## src/hdl/ackp_pkg.sv

```systemverilog
`timescale 1ns / 1ps
`default_nettype none
// ----------------------------------------------------------------------------
// ackp_pkg
// Shared types and constants of the alpha statistics and color key picker.
// ----------------------------------------------------------------------------
package ackp_pkg;

   localparam int MAP_ADDR_W = 12;
   localparam int COUNT_W    = 21;
   localparam int N_W        = COUNT_W + 1;
   localparam int TOTAL_W    = 28;
   localparam int SQUARE_W   = 36;
   localparam int DIV_STEP_W = 6;

   typedef enum logic [1:0] {
      CSR_TRANSPARENT_BELOW = 2'd0,
      CSR_OPAQUE_ABOVE      = 2'd1,
      CSR_VARIANCE_LIMIT    = 2'd2
   } csr_index_type;

   typedef struct packed {
      logic       req_type;
      logic [7:0] pix_red;
      logic [7:0] pix_green;
      logic [7:0] pix_blue;
      logic [7:0] pix_alpha;
      logic       last_pixel;
   } req_beat_type;

   typedef struct packed {
      logic       res_kind;
      logic [7:0] out_red;
      logic [7:0] out_green;
      logic [7:0] out_blue;
      logic [7:0] out_alpha;
      logic       use_alpha_format;
      logic [7:0] key_red;
      logic [7:0] key_green;
      logic [7:0] key_blue;
      logic [7:0] mean_alpha;
      logic       apply_surface_alpha;
   } rsp_beat_type;

   typedef enum logic [7:0] {
      ST_CLEAR    = 8'b0000_0001,
      ST_IDLE     = 8'b0000_0010,
      ST_SETUP    = 8'b0000_0100,
      ST_DIV_MEAN = 8'b0000_1000,
      ST_DIV_MSQ  = 8'b0001_0000,
      ST_DECIDE   = 8'b0010_0000,
      ST_SCAN     = 8'b0100_0000,
      ST_REPORT   = 8'b1000_0000
   } state_type;

   typedef struct packed {
      logic idle;
      logic setup;
      logic cap_mean;
      logic cap_msq;
      logic decide;
      logic sweep;
      logic scan;
      logic report;
   } cmd_type;

   typedef struct packed {
      logic div_done;
      logic sweep_end;
   } status_type;

endpackage

`default_nettype wire

```

## src/hdl/ackp_ctrl.sv

```systemverilog
`timescale 1ns / 1ps
`default_nettype none
// ----------------------------------------------------------------------------
// ackp_ctrl
// Sequencer for map clearing, statistics division, key search and summary.
// ----------------------------------------------------------------------------
module ackp_ctrl (
   input  wire logic                 clock,
   input  wire logic                 reset,
   input  wire logic                 last_accept,
   input  wire ackp_pkg::status_type status,
   output ackp_pkg::cmd_type         cmd,
   output logic                      busy
);
   import ackp_pkg::*;

   state_type state_ff, state_in;

   // next state and commands
   always_comb begin
      state_in = state_ff;
      cmd      = '0;
      unique case (state_ff)
         ST_CLEAR: begin
            cmd.sweep = 1'b1;
            if (status.sweep_end) state_in = ST_IDLE;
         end
         ST_IDLE: begin
            cmd.idle = 1'b1;
            if (last_accept) state_in = ST_SETUP;
         end
         ST_SETUP: begin
            cmd.setup = 1'b1;
            state_in  = ST_DIV_MEAN;
         end
         ST_DIV_MEAN: begin
            if (status.div_done) begin
               cmd.cap_mean = 1'b1;
               state_in     = ST_DIV_MSQ;
            end
         end
         ST_DIV_MSQ: begin
            if (status.div_done) begin
               cmd.cap_msq = 1'b1;
               state_in    = ST_DECIDE;
            end
         end
         ST_DECIDE: begin
            cmd.decide = 1'b1;
            state_in   = ST_SCAN;
         end
         ST_SCAN: begin
            cmd.sweep = 1'b1;
            cmd.scan  = 1'b1;
            if (status.sweep_end) state_in = ST_REPORT;
         end
         ST_REPORT: begin
            cmd.report = 1'b1;
            state_in   = ST_IDLE;
         end
         default: state_in = ST_CLEAR;
      endcase
   end

   always_ff @(posedge clock) begin
      if (reset) state_ff <= ST_CLEAR;
      else       state_ff <= state_in;
   end

   assign busy = state_ff != ST_IDLE;

endmodule

`default_nettype wire

```

## config.mk

```make
export PLATFORM = sky130hd
export DESIGN_NAME = ackp_ctrl
export DESIGN_NICKNAME = d
export VERILOG_FILES = /design/src/hdl/ackp_pkg.sv /design/src/hdl/ackp_ctrl.sv
export SDC_FILE = /design/constraint.sdc
export NUM_CORES = 1
export LEC_CHECK = 0
export ABC_AREA = 1
export BUFFER_PORTS_ARGS = -buffer_cell sky130_fd_sc_hd__buf_2
export CAP_MARGIN = 20
export CORE_AREA = 3 3 40 42
export DETAILED_ROUTE_END_ITERATION = 8
export DIE_AREA = 0 0 43 45
export PLACE_DENSITY = 0.72
export RECOVER_POWER = 25
export SYNTH_ARGS = -nofsm -noshare
export SYNTH_HDL_FRONTEND = slang
export SYNTH_SLANG_ARGS = --single-unit
```

## constraint.sdc

```tcl
create_clock -name clock -period 1.5 [get_ports clock]
set_input_delay 0.075 -clock clock [delete_from_list [all_inputs] [get_ports clock]]
set_output_delay 0.075 -clock clock [all_outputs]
set_load 0.01 [all_outputs]
```

==> impl_metrics.ini <==
[pwr]
cellInternalPower_uw = 530.9
max-vdd-ir-drop_v = 0.0004946
pwr-share-seq_pct = 29.7
p_sw_uw = 451.9
cellLeakagePower_nw = 0.3957
p_comb_share_pct = 53.5
pwr-share-clk_pct = 16.8
p_sw_share_pct = 45.98
p_per_area_nw_per_um2 = 1444
p_total_uw = 982.8

[final_layout]
top_regs = state_ff (8)
area_growth_pct = 19.30
fin_cells = 120
design_area_um2 = 680.7
postLayoutCoreUtil_pct = 52.97
nNetsFinal = 112
regMostFlops = state_ff
fill_cells = 136
num_antenna_cells = 0
drive_gt1_share_pct = 29.52
largest_reg_flops = 8

[sta]
max_freq_mhz = 733.5
fin_ws_ns = 0.1368
fin_crit_ns = 1.363
finalHoldViolCount = 0
holdWs_ns = 0.04687
worst-slew-pin-transition_ns = 0.2659
drv_slew = 0
relSlewSlack_pct = 82.08
fin_crit_sh_pct = 90.88
finalSetupTns_ns = 0
finalSetupViolations = 0
rsz0062_at_grt = no
finClkSkew_ns = 0.003039

[route]
detail-route-antenna-nets = 0
route.detailed.drc = 0
drt_iter0_markers = 16
wl_per_cell_um = 10.60
viasPerCell = 5.042
dr.pass1.iters = 4
routed_wl_mm = 1.272
num_vias = 605

[clock_tree]
cts_buffers = 3
htreeDepth = 1
root_buffer = clkbuf_4
hold_buffers = 0
cts.sinks = 8
clkTransAtPathRegs_ns = 0.05
clockBufferDepth = 2
insertion_delay_ns = 0.26
cts_tree = done

[synth]
ys_types = 18
synth_xor_area_share_pct = 0
ys_ff_latch = 8
synth_simple_gate_area_share_pct = 54.39
syn-num-nets = 94
yosys_warnings = 0
synth_top_family_by_area = simple AND/OR/NAND/NOR gates
synth_compound_area_share_pct = 2.632
synth_seq_area_share_pct = 28.07
synthMuxAreaShare_pct = 0
yosysTopAreaCell = dfxtp_1
synthTopCellsByArea = dfxtp_1 28%, inv_1 11%, nand2_1 11%
synthesis.area_um2 = 570.5
yosysTopAreaCellShare_pct = 28.07
syn_inst = 89
avgSynthCellArea_um2 = 6.411
yosys.area_share.adder_pct = 0

[die]
die_h_um = 45
pin_count = 14
core_um2 = 1285
floorplan.initialDensity_pct = 44.40
die_w_um = 43
dieArea_um2 = 1935
rows = 13

[worst_setup_path]
max_stage_delay_ns = 0.30
start_kind = flop
critical_path_class = reg -> out
cp-end-kind = primary output
crit_fanout = 7
required_ns = 1.42
critPathArrivalTime_ns = 1.29
crit_slowest_cell = dfxtp_1
critPathMostFrequentCell = inv_1
worst_path_dominant_cell_family = simple AND/OR/NAND/NOR gates
crit_chain = inv_1 > nand2_2 > nor2_4 > nand4_1 > inv_1 > buf_2
crit_buf_inv = 3

[global_routing]
gr-total-overflow = 0
grt_pass1_vias = 537
antenna_found_initial = 0
grt_pass1_wl_mm = 2.166
grt_usage_pct = 15.03
grt_start_max_net_pins = 8

[place]
postPlaceCellArea_um2 = 654.4
dp_worst_setup_slack_ns = 0.2604
gp_congestion = 0.8518
io_buffer_count = 13
hpwlAfterDp_mm = 1.024
dp.cells = 117

[min_path]
hp-class = in -> reg

[job]
drv_cap = 0

[run_status]
status = finished, final reports clean
## power groups by stage
| stage | logic [mW] | registers, mW | clock network (mW) |
|---|---|---|---|
| final | 0.526 | 0.292 | 0.165 |
| after global routing | 0.593 | 0.299 | 0.182 |
| after CTS | 0.524 | 0.291 | 0.170 |
| after detailed placement | 0.517 | 0.296 | 0 |
| after global placement | 0.514 | 0.294 | 0 |
| after floorplan | 0.415 | 0.291 | 0 |
## area by class of cell
cell class / instances / area [µm²] / share of cell area, %
Tap cell: 15 / 18.77 / 2.757
Inverter: 22 / 85.08 / 12.50
Clock buffer: 3 / 22.52 / 3.309
Timing Repair Buffer: 13 / 63.81 / 9.375
Multi-Input combinational cell: 59 / 330.3 / 48.53
Sequential cell: 8 / 160.2 / 23.53
## cell families after synthesis
group,Yosys count
buffers and inverters,22
flip-flops,8
AND/OR/NAND/NOR,56
AO/OA/AOI/OAI,3
## cell usage after synthesis (all sizes together)
cell type	n
inv	22
nand2	20
nor2	19
nand3	10
dfxtp	8
nand4	4
a21oi	2
nand3b	2
nor3	1
o21ai	1
## cells in the final DEF, fill, tap and decap left out, drive strengths merged
master   n
nand3   10
nand3b   2
inv     22
nand2   20
buf     12
a21oi    2
nor3     1
clkbuf   4
o21ai    1
dfxtp    8
nor2    19
nand4    4
## layer usage
layer	routed length [µm]	global-route usage, %
met1	587	19.38
met2	572	22.75
met3	62	1.195
met4	51	12.65
met5	0	0
## path summary, 6_finish.rpt
kind	start	to	slack (ns)	cells past startpoint
min reg2reg	state_ff[4]	state_ff[4]	0.51	2
min	reset	state_ff[2]	0.05	2
max reg2reg	state_ff[7]	state_ff[4]	0.25	8
max	state_ff[7]	cmd[6]	0.14	6
## timing repair
| item | CTS | global route |
|---|---|---|
| endpoints found under the setup margin | 0 | 2 |
| setup buffers | 0 | 0 |
| resized for setup | 0 | 2 |
Power figures use the tool's default switching activity.
